`src/sacta_pkg.sv`:
```
// ----------------------------------------------------------------------------
// sacta_pkg
// shared types, constants and codes of the set-associative cache tag array
// ----------------------------------------------------------------------------
package sacta_pkg;

	localparam int SETS_DEF      = 64;
	localparam int WAYS_DEF      = 4;
	localparam int ADDR_BITS_DEF = 64;

	localparam int IDX_MAX = 6;
	localparam int OFS_MAX = 12;

	localparam int CFG_IDX_W  = 2;
	localparam int CFG_DATA_W = 4;

	typedef enum logic [CFG_IDX_W-1:0] {
		CFG_INDEX_WIDTH  = 2'd0,
		CFG_OFFSET_WIDTH = 2'd1,
		CFG_REPLACE_MODE = 2'd2
	} cfg_reg_t;

	typedef enum logic [1:0] {
		OP_READ  = 2'd0,
		OP_FILL  = 2'd1,
		OP_CLEAR = 2'd2
	} op_t;

	typedef struct packed {
		logic [1:0]  opcode;
		logic [63:0] address;
	} in_t;

	typedef struct packed {
		logic        hit;
		logic [1:0]  way_used;
		logic        replaced_valid;
		logic [31:0] hit_count;
		logic [31:0] miss_count;
		logic [31:0] access_count;
		logic [31:0] fill_count;
	} out_t;

	typedef struct packed {
		logic [2:0] index_width;
		logic [3:0] offset_width;
		logic       replace_mode;
	} cfg_t;

endpackage

```
`src/sacta_addr_split.sv`:
```
// ----------------------------------------------------------------------------
// sacta_addr_split
// cuts a byte address into set number and tag under the configured widths
// ----------------------------------------------------------------------------
module sacta_addr_split import sacta_pkg::*; #(
	parameter int SETS      = SETS_DEF,
	parameter int ADDR_BITS = ADDR_BITS_DEF,
	localparam int SW = (SETS > 1) ? $clog2(SETS) : 1
) (
	input  logic [63:0]          address,
	input  cfg_t                 cfg,
	output logic [SW-1:0]        set_num,
	output logic [ADDR_BITS-1:0] tag
);

	logic [63:0]          addr_m;
	logic [3:0]           ow;
	logic [2:0]           iw;
	logic [4:0]           tag_sh;
	logic [63:0]          idx_sh;
	logic [IDX_MAX-1:0]   idx_mask;
	logic [IDX_MAX-1:0]   idx;
	logic [63:0]          tag_full;
	logic [SW-1:0]        set_tab [2**IDX_MAX];

	// constant remainder table, the index is at most six bits
	for (genvar g = 0; g < 2**IDX_MAX; g++) begin : g_tab
		localparam int M = g % SETS;
		assign set_tab[g] = M[SW-1:0];
	end

	always_comb begin
		addr_m   = (ADDR_BITS >= 64) ? address : (address & ((64'd1 << ADDR_BITS) - 64'd1));
		ow       = (cfg.offset_width > 4'(OFS_MAX)) ? 4'(OFS_MAX) : cfg.offset_width;
		iw       = (cfg.index_width > 3'(IDX_MAX)) ? 3'(IDX_MAX) : cfg.index_width;
		tag_sh   = {1'b0, ow} + {2'b0, iw};
		idx_sh   = addr_m >> ow;
		idx_mask = IDX_MAX'((7'd1 << iw) - 7'd1);
		idx      = idx_sh[IDX_MAX-1:0] & idx_mask;
		tag_full = addr_m >> tag_sh;
		set_num  = set_tab[idx];
		tag      = tag_full[ADDR_BITS-1:0];
	end

endmodule

```
`config.mk`:
```
export PLATFORM = sky130hd
export DESIGN_NAME = sacta_addr_split
export DESIGN_NICKNAME = d
export VERILOG_FILES = /design/src/sacta_pkg.sv /design/src/sacta_addr_split.sv
export SDC_FILE = /design/constraint.sdc
export NUM_CORES = 1
export LEC_CHECK = 0
export ABC_AREA = 1
export BUFFER_PORTS_ARGS = -buffer_cell sky130_fd_sc_hd__buf_2
export CORE_MARGIN = 3
export CORE_UTILIZATION = 30
export DETAILED_ROUTE_END_ITERATION = 12
export GPL_TIMING_DRIVEN = 0
export PLACE_DENSITY = 0.53
export SYNTH_ARGS = -nofsm -noshare
export SYNTH_HDL_FRONTEND = slang
export SYNTH_SLANG_ARGS = --single-unit
```
`constraint.sdc`:
```
create_clock -name vclk -period 5.7
set_clock_uncertainty 0.1 [all_clocks]
set_input_delay 1.71 -clock vclk [all_inputs]
set_output_delay 1.71 -clock vclk [all_outputs]
set_load 0.01 [all_outputs]
```
==> metrics.log <==
INFO  metric run_status = finished with violations
INFO  metric failing_checks = negative setup slack
INFO  metric combinational_power_share = 1.000
INFO  metric slowest_delay = 0.56 ns
INFO  metric final_critical_path_setup_slack = -0.0225 ns
INFO  metric synthesis.area_per_instance = 4.80 µm²
INFO  metric power.static_leakage = 3.06 nW
INFO  metric timing.critical_path.arrival = 3.91 ns
INFO  metric synth_nets = 973
INFO  metric p_int = 0.468 mW
INFO  metric worst_ep_required_time = 3.89 ns
INFO  metric fp.dieArea = 15,800 µm²
INFO  metric setup.worst_path.start_class = input pin
INFO  metric area.sequential = 0 µm²
INFO  metric min-delay-path-class = input pin to primary output
INFO  metric vias_in_the_first_global_route = 6,855
INFO  metric critical_path.slowest_cell = sky130_fd_sc_hd__fa_2
INFO  metric grt_first_pass_wirelength = 36.0 mm
INFO  metric postRouteWirelength = 24.1 mm
INFO  metric gr-usage-all-layers = 0.276
INFO  metric io_pins = 142
INFO  metric initial_utilization = 0.308
INFO  metric die_y = 126 µm
INFO  metric clockBufferCount = 0
INFO  metric power_per_cell_area = 222 nW/µm²
INFO  metric grt_overflow = 0
INFO  metric pwr-share-clk = 0
INFO  metric grt_antenna_before_repair = 0
INFO  metric buffer_ports.inserted = 139
INFO  metric crit_buf_inv = 5
INFO  metric synth_cell_types = 21
INFO  metric largest_net_degree_at_the_start_of_global_routing = 19
INFO  metric synthDominantAreaCellType = sky130_fd_sc_hd__nand3_1
INFO  metric grt_setup_unrepaired = true
INFO  metric dp_hpwl = 18.7 mm
INFO  metric critical-path-top-delay-family = buffers and inverters
INFO  metric netSwitchingFraction = 0.647
INFO  metric post_synth_inst_count = 897
INFO  metric cts.hold.buffers_added = 0
INFO  metric num_antenna_cells = 0
INFO  metric finalWorstPathRequiredPeriod = 5.72 ns
INFO  metric timing_worst_slew_pin_value = 0.492 ns
INFO  metric criticalPathCategory = input pin to primary output
INFO  metric initial_drt_markers = 1,052
INFO  metric drive_gt1_frac = 0.307
INFO  metric synth.yosys.seq_area_share = 0
INFO  metric totalNegativeSetupSlack = -0.0394 ns
INFO  metric rows = 43
INFO  metric slew_headroom = 0.672
INFO  metric via_count = 7,505
INFO  metric detailedRoute.firstPassIterationCount = 6
INFO  metric seq_cell_count = 0
INFO  metric most_prevalent_standard_cell_on_the_critical_path = sky130_fd_sc_hd__nand3_1
INFO  metric detail_route.wl_per_cell = 19.7 µm
INFO  metric netlist_area = 4310 µm²
INFO  metric area_grow_syn2layout = 38.7%
INFO  metric yosys_warn_count = 0
INFO  metric crit_fanout = 10
INFO  metric drt.antenna.violating_nets = 0
INFO  metric cap_viol_max_count = 0
INFO  metric place.detailed.instances = 1,216
INFO  metric vdd.ir_drop.worst = 0.000116 V
INFO  metric finalSetupViolations = 4
INFO  metric filler_cell_count = 1,639
INFO  metric yosysTopAreaCellShare = 0.561
INFO  metric hold_violations = 0
INFO  metric post-route-period-util = 1.00
INFO  metric final_cell_count_no_fill = 1,223
INFO  metric multi_input_comb_area = 4240 µm²
INFO  metric report.final.slew_viol_count = 0
INFO  metric timing.fmax = 175 MHz
INFO  metric core_footprint = 14,000 µm²
INFO  metric holdWs = 3.69 ns
INFO  metric dieWidth = 126 µm
INFO  metric viasPerCell = 6.14
INFO  metric drc_errors = 0
INFO  metric final_nets = 1,121
INFO  metric power_frac_seq = 0
INFO  metric critical_path.endpoint_type = primary output
INFO  metric globalplace.congestion = 0.965
INFO  metric netlist_top_cells_area = sky130_fd_sc_hd__nand3_1, sky130_fd_sc_hd__nand2_1, sky130_fd_sc_hd__buf_2, sky130_fd_sc_hd__o211ai_1, sky130_fd_sc_hd__nor2_1
INFO  metric critical_path.cell_chain = buf_2 > inv_1 > a21oi_4 > ha_4 > fa_2 > buf_12 > buf_4 > nand3_1 > nand3_1 > nand3_1 > nand3_1 > nand2_1 > buf_2
INFO  metric switching_power = 0.857 mW
area by class of cell:
class | instances | area share
Multi-Input combinational cell | 791 | 0.710
Timing Repair Buffer | 148 | 0.139
Buffer | 74 | 0.0905
Tap cell | 180 | 0.0377
Inverter | 30 | 0.0224
cells in the mapped netlist:
| cell | number |
|---|---|
| sky130_fd_sc_hd__nand3_1 | 483 |
| sky130_fd_sc_hd__o211ai_1 | 20 |
| sky130_fd_sc_hd__nand2_2 | 4 |
| sky130_fd_sc_hd__o21ai_0 | 10 |
| sky130_fd_sc_hd__inv_1 | 23 |
| sky130_fd_sc_hd__inv_2 | 7 |
| sky130_fd_sc_hd__a21oi_1 | 9 |
| sky130_fd_sc_hd__buf_2 | 42 |
| sky130_fd_sc_hd__o21ai_4 | 1 |
| sky130_fd_sc_hd__clkbuf_1 | 12 |
| sky130_fd_sc_hd__ha_1 | 3 |
| sky130_fd_sc_hd__buf_6 | 7 |
| sky130_fd_sc_hd__buf_1 | 7 |
| sky130_fd_sc_hd__buf_4 | 8 |
| sky130_fd_sc_hd__nand2_1 | 221 |
| sky130_fd_sc_hd__nor2_2 | 1 |
| sky130_fd_sc_hd__fa_1 | 1 |
| sky130_fd_sc_hd__nand4_1 | 2 |
| sky130_fd_sc_hd__nor2_1 | 24 |
| sky130_fd_sc_hd__o21ai_1 | 11 |
| sky130_fd_sc_hd__nor2_8 | 1 |
power groups by stage:
| stage | combinational [mW] | clock, mW | sequential [mW] |
|---|---|---|---|
| floorplan | 0.743 | 0 | 0 |
| finish | 1.32 | 0 | 0 |
| global route | 1.42 | 0 | 0 |
| CTS | 1.18 | 0 | 0 |
| detailed placement | 1.13 | 0 | 0 |
| global placement | 1.14 | 0 | 0 |
stage by stage:
| stage | total power, mW | utilization | instance area, µm² | setup WS, ns |
|---|---|---|---|---|
| detailed placement | 1.13 | 0.374 | 5230 | -0.771 |
| floorplan | 0.743 | - | 4310 | 0.0112 |
| finish | 1.32 | 0.427 | 5970 | -0.0225 |
| global placement | 1.14 | 0.374 | 5230 | -0.808 |
| CTS | 1.18 | 0.390 | 5460 | 0.0196 |
| global route | 1.42 | 0.427 | 5970 | -0.0909 |
worst paths after layout:
| check | startpoint | end | slack (ns) | cells past startpoint |
|---|---|---|---|---|
| setup / recovery | cfg[5] | tag[12] | -0.02 | 13 |
| hold / removal | cfg[5] | set_num[2] | 3.69 | 4 |
what timing repair did:
action	4_1_cts	5_1_grt
setup buffers	4	4
resized for setup	65	105
endpoints found under the setup margin	64	59
pin swaps	12	22
hold endpoints to repair	0	0
cloned	0	1
cell usage in the layout, fill, tap and decap left out, types with 3 or more instances in the layout:
cell type | synthesis | routed
sky130_fd_sc_hd__clkbuf_1 | 12 | 3
sky130_fd_sc_hd__nor2_1 | 24 | 24
sky130_fd_sc_hd__o211ai_1 | 20 | 20
sky130_fd_sc_hd__nand2_8 | 0 | 3
sky130_fd_sc_hd__buf_2 | 42 | 161
sky130_fd_sc_hd__clkbuf_2 | 0 | 9
sky130_fd_sc_hd__o21ai_0 | 10 | 7
sky130_fd_sc_hd__o21ai_1 | 11 | 12
sky130_fd_sc_hd__buf_8 | 0 | 4
sky130_fd_sc_hd__nand3_2 | 0 | 73
sky130_fd_sc_hd__clkbuf_4 | 0 | 3
sky130_fd_sc_hd__inv_2 | 7 | 6
sky130_fd_sc_hd__inv_1 | 23 | 22
sky130_fd_sc_hd__a21oi_1 | 9 | 8
sky130_fd_sc_hd__nand2_1 | 221 | 212
sky130_fd_sc_hd__nand3_1 | 483 | 410
sky130_fd_sc_hd__buf_12 | 0 | 3
sky130_fd_sc_hd__nand2_2 | 4 | 10
sky130_fd_sc_hd__buf_4 | 8 | 21
sky130_fd_sc_hd__buf_6 | 7 | 16
per-layer routing:
layer,global-route usage,vias up,wire length (µm)
li1,-,3458,-
met1,0.378,3445,10100
met2,0.443,514,10500
met3,0.0327,88,2330
met4,0.111,0,1100
met5,0,-,0
cell families (layout without fill, tap and decap cells):
group / Yosys count / in the layout / synth area share
AO/OA/AOI/OAI: 51 / 51 / 0.0735
buffers and inverters: 106 / 252 / 0.124
AND/OR/NAND/NOR: 736 / 736 / 0.789
adder cells (fa/ha/maj): 4 / 4 / 0.0134
Power figures use the tool's default switching activity.
