--- src/sacta_ram.sv ---
// ----------------------------------------------------------------------------
// sacta_ram
// simple dual-port ram, one write port, one read port with registered data
// ----------------------------------------------------------------------------
module sacta_ram #(
	parameter int WIDTH = 8,
	parameter int DEPTH = 16,
	localparam int AW = (DEPTH > 1) ? $clog2(DEPTH) : 1
) (
	input  logic             clk,
	input  logic             we,
	input  logic [AW-1:0]    waddr,
	input  logic [WIDTH-1:0] wdata,
	input  logic             re,
	input  logic [AW-1:0]    raddr,
	output logic [WIDTH-1:0] rdata
);

	logic [WIDTH-1:0] mem_q [DEPTH];

	always_ff @(posedge clk) begin
		if (we) begin
			mem_q[waddr] <= wdata;
		end
		if (re) begin
			rdata <= mem_q[raddr];
		end
	end

endmodule

--- config.mk ---
export PLATFORM = sky130hd
export DESIGN_NAME = sacta_ram
export DESIGN_NICKNAME = d
export VERILOG_FILES = /design/src/sacta_ram.sv
export SDC_FILE = /design/constraint.sdc
export NUM_CORES = 1
export LEC_CHECK = 0
export BUFFER_PORTS_ARGS = -buffer_cell sky130_fd_sc_hd__buf_2
export CAP_MARGIN = 20
export CELL_PAD_IN_SITES_DETAIL_PLACEMENT = 0
export CELL_PAD_IN_SITES_GLOBAL_PLACEMENT = 2
export CORE_UTILIZATION = 48
export DETAILED_ROUTE_END_ITERATION = 8
export PLACE_DENSITY_LB_ADDON = 0.15
export SLEW_MARGIN = 10
export SYNTH_ARGS = -nofsm -noshare
export SYNTH_HDL_FRONTEND = slang
export SYNTH_SLANG_ARGS = --single-unit
--- constraint.sdc ---
create_clock -name clk -period 2.4 [get_ports clk]
set_clock_uncertainty 0.1 [all_clocks]
set_input_delay 0.48 -clock clk [delete_from_list [all_inputs] [get_ports clk]]
set_output_delay 0.48 -clock clk [all_outputs]
set_load 0.02 [all_outputs]
==> results of run 1 <==
[logic make-up (layout without fill, tap and decap cells)]
kind of cell	Yosys count	after routing	share of synthesized area (%)
flops	136	136	78.1
simple gates	35	35	3.14
mux	32	32	14.8
compound gates	16	16	2.30
buf+inv	10	81	1.65
[worst paths after layout]
kind         endpoint  slack (ps)
max          rdata[2]         640
min reg2reg  rdata[5]         660
min          rdata[7]         230
max reg2reg  rdata[6]         770
[worst max-delay path: cells and delay by family]
kind,cells,cell delay (ps)
and+or+nand+nor,1,90
buffers and inverters,3,520
muxes,1,560
AOI/OAI and AO/OA,1,260
[sequential cells by signal, summed over array words and instances, names as in the netlist]
name / flops
rdata: 8
mem_q: 128
[cells in the final DEF, fill, tap and decap left out]
cell type	n
clkinvlp_4	1
nand2b_1	2
buf_12	3
and2_1	1
clkbuf_1	3
clkbuf_16	16
bufinv_16	2
mux4_1	14
buf_2	26
nor2b_1	1
clkinv_2	6
nor3_1	4
or3b_2	1
and2b_1	1
nand3_1	1
nand2_1	9
clkinv_1	3
clkbuf_8	1
nand3b_1	2
a22oi_1	16
buf_4	20
mux4_2	18
edfxtp_1	136
nor2_1	13
[where the power goes]
part,switching (mW),leakage [nW],internal [mW]
Sequential,0.0126,1.24,2.68
Combinational,0.153,0.607,0.111
Clock,0.876,0.264,1.45
[per-layer routing]
metal	vias up	GRT usage [%]
met5	-	0
met4	0	8.04
met3	8	4.60
met2	70	29.3
met1	1282	27.0
li1	1098	-
[cell type report]
class,count,area [sq um]
multi-input cells,83,1060
clock buffers,20,425
clock inverters,12,109
fillers,789,4280
repair buffers,49,340
well taps,136,170
flip-flops and latches,136,4080
[per-stage QoR]
stage	cell area [sq um]	util, %	instances	hold slack (ps)	setup slack, ps
final	6190	59.1	436	235	638
after global routing	6190	59.1	436	218	583
after CTS	6190	59.1	436	212	609
after detailed placement	5650	54.0	404	647	81.0
after global placement	5650	54.0	404	632	111
after floorplan	5230	-	229	479	327
==> impl_metrics.tcl, run 1 <==
set metrics [dict create \
    rsz0062_at_grt "no" \
    cts_root_buffer "clkbuf_8" \
    synthArstFlopShare_pct 0 \
    path_cells "buf_2 > buf_4 > buf_4 > mux4_1 > a22oi_1 > nand2_1" \
    avgSynthCellArea_sq_um 22.8 \
    reg2reg_depth 3 \
    io_pins 27 \
    grt_antenna_before_repair 0 \
    cts_max_level 4 \
    max_clock_freq_mhz 568 \
    crit_type "input port to register" \
    place.gp.congestion 0.722 \
    r2r-start "mem_q[11][6]" \
    setup_viol 0 \
    postCtsSetupRepairBufs 0 \
    area_growth_pct 18.3 \
    drive_above_1_share_pct 31.3 \
    hold_class "input port to register" \
    p_leak_nw 2.11 \
    die_x_microns 106 \
    wl_per_cell_microns 22.6 \
    cp_max_fo 6 \
    clock_path_buffers 2 \
    cts_tree "yes" \
    cpMostUsedCell "buf_4" \
    cts.sinks 136 \
    route.met3.wl_microns 468 \
    synth.most_common_cell "edfxtp_1" \
    hold_start "re" \
    io_buffers 26 \
    grtUsageTotal_pct 19.3 \
    power.density_nw_per_um2 854 \
    min_path_cells 1 \
    ys_seq_area_share_pct 78.1 \
    synth_top_cell_by_area "edfxtp_1" \
    min_period_ps 1760 \
    wl_met1_mm 4.46 \
    synth_area_leaders "edfxtp_1, mux4_2, mux4_1, a22oi_1, nor2_1" \
    yosysUniqueCellTypes 18 \
    slew_viol_final 0 \
    ir_drop_v 0.000420 \
    finalCritPeriodShare_pct 73.4 \
    cp.required_ps 2550 \
    worst_setup_path_end_kind "register" \
    core_sq_um 10500 \
    path_clk_slew_ps 60 \
    synth_cells 229 \
    relSlewSlack_pct 73.1 \
    crit_slowest_cell "mux4_1" \
    syn_area_sq_um 5230 \
    start_util_pct 50.0 \
    hold_violations 0 \
    dieArea_sq_um 11300 \
    fin_nets 306 \
    vias 2458 \
    yosysWarnings 0 \
    first_global_vias 2479 \
    routed_via_density 5.64 \
    synth.top_cell.area_share_pct 78.1 \
    power_mw 5.28 \
    routed.top_layer "met4" \
    die_h_microns 106 \
    grt_overflow 0 \
    drt_iter0_drc 191 \
    drt-total-wl_mm 9.85 \
    clk_latency_ps 510 \
    yosys_register_bits 136 \
    met2_wirelength_mm 4.84 \
    worstSetupStartpoint "raddr[0]" \
    drc 0 \
    ctsResizeCount 0 \
    synth_ff_type "edfxtp_1" \
    worst_setup_path_start_kind "input port" \
    grt_first_pass_wirelength_mm 15.0 \
    synthTopCellsByCount "edfxtp_1, mux4_2, a22oi_1" \
    numCtsBuffers 17 \
    max_stage_delay_ps 560 \
    dp_hpwl_mm 6.17 \
    grt_max_degree 33 \
    antennaDiodeCount 0 \
    arrival_ps 1910 \
    worst_slew_pin_slew_ps 403 \
    drv_cap 0 \
    fin_setup_tns_ps 0 \
    holdBufCountCts 0 \
    rows 37 \
    synth_nets 248 \
    antenna_left 0 \
    synth_edf_count 136 \
    firstDrtPassIters 4 \
    status "finished clean" \
]
No activity file was read; power rests on OpenSTA's default activity.
==> inputs of run 2 (changes only) <==
- CORE_UTILIZATION: 48 -> 43
- clock period: 2.4 -> 1.5 ns (I/O delays scaled with it)
==> run 2 against run 1 <==
The flow now finishes with violations (design-rule violations). Worst hold slack worse by 58 ps. Clock power up 67%. Via count down 1.2%. Non-clock buffer count up 5. Core utilization down 4.5 points. Critical path depth down 3. Die area up 11%. Combinational power up 79%. First-iteration DRC count up 7.9%. Design area up 2.6%. Total power up 64%. Critical path type is now register to register. Critical endpoint is now rdata[7].
==> impl_metrics.tcl, run 2 (synthesis results as in run 1) <==
set metrics [dict create \
    final_cell_mix "edfxtp_1, mux4_2, buf_2" \
    slew_viol_final 0 \
    min_period_ps 1490 \
    dieArea_sq_um 12600 \
    worst_slew_pin_slew_ps 956 \
    rr_endpoint "rdata[7]" \
    nFillCells 887 \
    fin_setup_tns_ps 0 \
    cts.sinks 136 \
    grt_first_pass_wirelength_mm 15.7 \
    ir_drop_v 0.000745 \
    postCtsSetupRepairBufs 0 \
    crit_slowest_cell "mux4_2" \
    final_area_sq_um 6340 \
    rsz0062_at_grt "yes" \
    crit_type "register to register" \
    hold-worst-slack_ps 177 \
    routed_via_density 5.42 \
    path_cells "mux4_2 > a22oi_2 > nand2_1" \
    place_inst 416 \
    p_seq_share_pct 49.7 \
    dp_hpwl_mm 6.85 \
    max_stage_delay_ps 490 \
    layout_commonest_cell "edfxtp_1" \
    status "finished, violations left" \
    rows 39 \
    p_leak_nw 2.11 \
    reg2reg_depth 3 \
    power.density_nw_per_um2 1370 \
    p_comb_share_pct 5.5 \
    cp_max_fo 1 \
    drive_above_1_share_pct 42.3 \
    reg_top3 "mem_q: 128 flops, rdata: 8 flops" \
    worstSetupStartpoint "mem_q[11][7]" \
    power.internal_mw 6.91 \
    io_buffers 26 \
    r2r_slack_ps 10 \
    io_pins 27 \
    grt_antenna_before_repair 0 \
    clk_latency_ps 410 \
    drv_cap 0 \
    grtUsageTotal_pct 18.1 \
    power_frac_clock_pct 44.8 \
    drt-total-wl_mm 10.2 \
    max_clock_freq_mhz 672 \
    antenna_left 0 \
    min_path_cells 1 \
    hold_violations 0 \
    cp.required_ps 1560 \
    clock_path_buffers 2 \
    first_global_vias 2549 \
    relSlewSlack_pct 36.1 \
    die_h_microns 112 \
    power_switching_mw 1.75 \
    start_util_pct 45.0 \
    wl_per_cell_microns 22.7 \
    hold_class "input port to register" \
    critPathTopFamily "multiplexers" \
    fin_nets 311 \
    place.gp.congestion 0.699 \
    power_mw 8.67 \
    grt_overflow 0 \
    antennaDiodeCount 0 \
    finalCritPeriodShare_pct 99.2 \
    path_clk_slew_ps 60 \
    arrival_ps 1550 \
    drt_iter0_drc 206 \
    path_buf_inv 0 \
    firstDrtPassIters 6 \
    largest_reg_flops 128 \
    cts_tree "yes" \
    placedInstanceArea_sq_um 5750 \
    failed_checks "design-rule violations" \
    die_x_microns 112 \
    largest-register "mem_q" \
    area_growth_pct 21.4 \
    grt_max_degree 23 \
    cts_root_buffer "clkbuf_16" \
    worst_setup_path_start_kind "register" \
    cts_max_level 4 \
    core_sq_um 11600 \
    holdBufCountCts 0 \
    numCtsBuffers 17 \
    worst_setup_path_end_kind "register" \
    drc 2 \
    vias 2428 \
    hold_end "mem_q[6][4]" \
    hold_start "wdata[4]" \
    p_sw_share_pct 20.3 \
    fin_cells 448 \
    r2r-start "mem_q[11][7]" \
    setup_viol 0 \
]
## run 2: changes by cell type in the layout (fill, tap and decap cells not counted), moves of 4 or more
cell / previous run / this run
buf_12: 3 / 8
a22oi_1: 16 / 8
nor3_1: 4 / 0
mux4_1: 14 / 0
mux4_2: 18 / 32
a22oi_2: 0 / 8
## run 2: power groups by stage
stage / Sequential, mW / Clock [mW] / Combinational [mW]
after floorplan: 4.40 / 0 / 0.239
after global placement: 4.39 / 0 / 0.464
after detailed placement: 4.39 / 0 / 0.469
after CTS: 4.31 / 3.94 / 0.479
after global routing: 4.31 / 4.13 / 0.513
final: 4.31 / 3.89 / 0.473
## run 2: cell type report
class	count	area [sq um]	area share, %
clock buffer	18	429	6.76
clock inverter	14	131	2.07
multi-input combinational	83	1080	17.0
sequential	136	4080	64.4
tap	143	179	2.82
timing repair buffer	54	440	6.94
## run 2: worst max path at each step
stage	end	slack [ps]	cells after the start
after global routing	rdata[4]	-30	3
after global placement	rdata[1]	-450	5
after floorplan	rdata[1]	-100	5
after detailed placement	rdata[1]	-430	5
final	rdata[7]	10	3
after CTS	rdata[6]	4	3
## run 2: stage by stage
stage | utilization [%] | worst slack [ps]
floorplan | - | -100
detailed placement | 49.5 | -428
global placement | 49.5 | -454
CTS | 54.5 | 4.16
global route | 54.6 | -29.2
finish | 54.6 | 11.9
## run 2: metal layers
metal / up-vias / share of wire [%] / track usage, %
li1: 1097 / - / -
met1: 1252 / 45 / 25.4
met2: 74 / 48 / 27.2
met3: 5 / 6.3 / 6.10
met4: 0 / 0.54 / 5.60
met5: - / 0 / 0
## run 2: what timing repair did
| item | 4_1_cts | 5_1_grt |
|---|---|---|
| endpoints found under the setup margin | 5 | 8 |
| pin swaps | 0 | 2 |
| resized for setup | 5 | 4 |
==> inputs of run 3 (changes only) <==
- CORE_ASPECT_RATIO: unset -> 0.9
==> run 3 against run 2 <==
The run ends with negative setup slack left. Worst hold slack lost 2.0 ps. Largest power group unchanged. Total power grew 1.3%. Critical path depth unchanged. Sequential power barely moved. Maximum frequency down 0.88%. Global-route usage hardly changed. Register-to-register slack about the same. Highest routed layer unchanged. Core utilization is 0.76 points higher. Via count fell by 0.82%.
==> impl_metrics.tcl, run 3 (synthesis results as in run 1) <==
set metrics [dict create \
    path_buf_inv 0 \
    p_sw_share_pct 20.8 \
    relSlewSlack_pct 37.8 \
    reg2reg_depth 3 \
    power_mw 8.78 \
    cts_max_level 4 \
    r2r_slack_ps -1 \
    cts.sinks 136 \
    drive_above_1_share_pct 44.3 \
    numCtsBuffers 17 \
    p_leak_nw 2.12 \
    arrival_ps 1550 \
    p_seq_share_pct 49.1 \
    routed_via_density 5.22 \
    clk_latency_ps 410 \
    core_sq_um 11600 \
    min_period_ps 1500 \
    wl_per_cell_microns 21.9 \
    setup_viol 1 \
    fin_cells 461 \
    clock_path_buffers 2 \
    power.internal_mw 6.95 \
    vias 2408 \
    grt_antenna_before_repair 0 \
    largest_reg_flops 128 \
    placedInstanceArea_sq_um 5810 \
    worst_setup_path_end_kind "register" \
    drt_iter0_drc 177 \
    worstSetupStartpoint "mem_q[11][4]" \
    grt_first_pass_wirelength_mm 15.7 \
    grt_max_degree 17 \
    die_x_microns 118 \
    antennaDiodeCount 0 \
    firstDrtPassIters 4 \
    dp_hpwl_mm 6.74 \
    die_h_microns 107 \
    crit_slowest_cell "mux4_2" \
    utilization_pct 55.4 \
    grt_overflow 0 \
    place.gp.congestion 0.714 \
    first_global_vias 2593 \
    antenna_left 0 \
    largest-register "mem_q" \
    fin_nets 311 \
    final_cell_mix "edfxtp_1, mux4_2, buf_2" \
    power.density_nw_per_um2 1360 \
    max_clock_freq_mhz 666 \
    finalCritPeriodShare_pct 100 \
    ir_drop_v 0.000777 \
    start_util_pct 45.0 \
    power_switching_mw 1.83 \
    slew_viol_final 0 \
    worst_slew_pin_slew_ps 932 \
    worst_setup_path_start_kind "register" \
    hold_start "wdata[4]" \
    cp_max_fo 1 \
    min_path_cells 1 \
    max_stage_delay_ps 470 \
    reg_top3 "mem_q: 128 flops, rdata: 8 flops" \
    hold_end "mem_q[9][4]" \
    dp_slack_ps -487 \
    area_growth_pct 23.1 \
    place_inst 429 \
    layout_commonest_cell "edfxtp_1" \
    grtUsageTotal_pct 18.1 \
    p_comb_share_pct 5.5 \
    status "finished, violations left" \
    worst_slack_ps -1.29 \
    path_cells "mux4_2 > a22oi_1 > nand2_1" \
    rr_endpoint "rdata[4]" \
    r2r-start "mem_q[11][4]" \
    postCtsSetupRepairBufs 0 \
    hold_violations 0 \
    hold_class "input port to register" \
    rsz0062_at_grt "yes" \
    drt-total-wl_mm 10.1 \
    cts_root_buffer "clkbuf_16" \
    cts_tree "yes" \
    io_pins 27 \
    failed_checks "negative setup slack" \
    power_frac_clock_pct 45.4 \
    final_area_sq_um 6440 \
    nFillCells 893 \
    crit_type "register to register" \
    cp.required_ps 1550 \
    rows 37 \
    critPathTopFamily "multiplexers" \
    drv_cap 0 \
    drc 0 \
    dieArea_sq_um 12600 \
    io_buffers 26 \
    path_clk_slew_ps 60 \
]
==> run 3: cell count changes in the layout (fill, tap and decap cells not counted), moves of 2 or more <==
| cell | delta |
|---|---|
| clkinv_1 | -4 |
| buf_12 | +4 |
| buf_4 | -4 |
| clkinvlp_4 | +4 |
| clkinv_4 | +2 |
==> run 3: area by class of cell <==
type	instances	area, sq um	share of cell area [%]
Multi-Input combinational cell	83	1090	16.9
Sequential cell	136	4080	63.5
Timing Repair Buffer	54	490	7.62
Clock inverter	15	155	2.41
Clock buffer	17	425	6.61
Tap cell	156	195	3.03
==> run 3: what timing repair did <==
item,in CTS,in global routing
hold buffers,0,0
pin swaps,0,1
endpoints found under the setup margin,7,7
hold endpoints to repair,0,0
gates resized for setup,7,3
==> run 3: stage by stage <==
step	setup TNS, ps	hold WS (ps)
finish	-1.29	175
detailed placement	-7230	598
floorplan	-816	299
global route	-207	162
CTS	-29.3	167
global placement	-6370	589
==> run 3: power by group through the flow <==
stage | clock network (mW) | logic, mW | registers [mW]
6_report | 3.98 | 0.486 | 4.31
5_1_grt | 4.21 | 0.526 | 4.31
4_1_cts | 4.04 | 0.496 | 4.31
3_5_place_dp | 0 | 0.481 | 4.39
3_3_place_gp | 0 | 0.474 | 4.38
2_1_floorplan | 0 | 0.239 | 4.40
==> run 3: worst max path at each step <==
stage | to | slack, ps | cells after the start
after CTS | rdata[5] | -20 | 3
after floorplan | rdata[1] | -100 | 5
after global routing | rdata[5] | -60 | 3
after detailed placement | rdata[2] | -490 | 6
final | rdata[4] | -1 | 3
after global placement | rdata[2] | -470 | 6
==> run 3: per-layer routing <==
metal | GRT usage [%] | up-vias | wire (microns)
li1 | - | 1090 | -
met1 | 25.2 | 1257 | 4750
met2 | 27.9 | 48 | 4870
met3 | 5.37 | 13 | 384
met4 | 5.49 | 0 | 96
met5 | 0 | - | 0
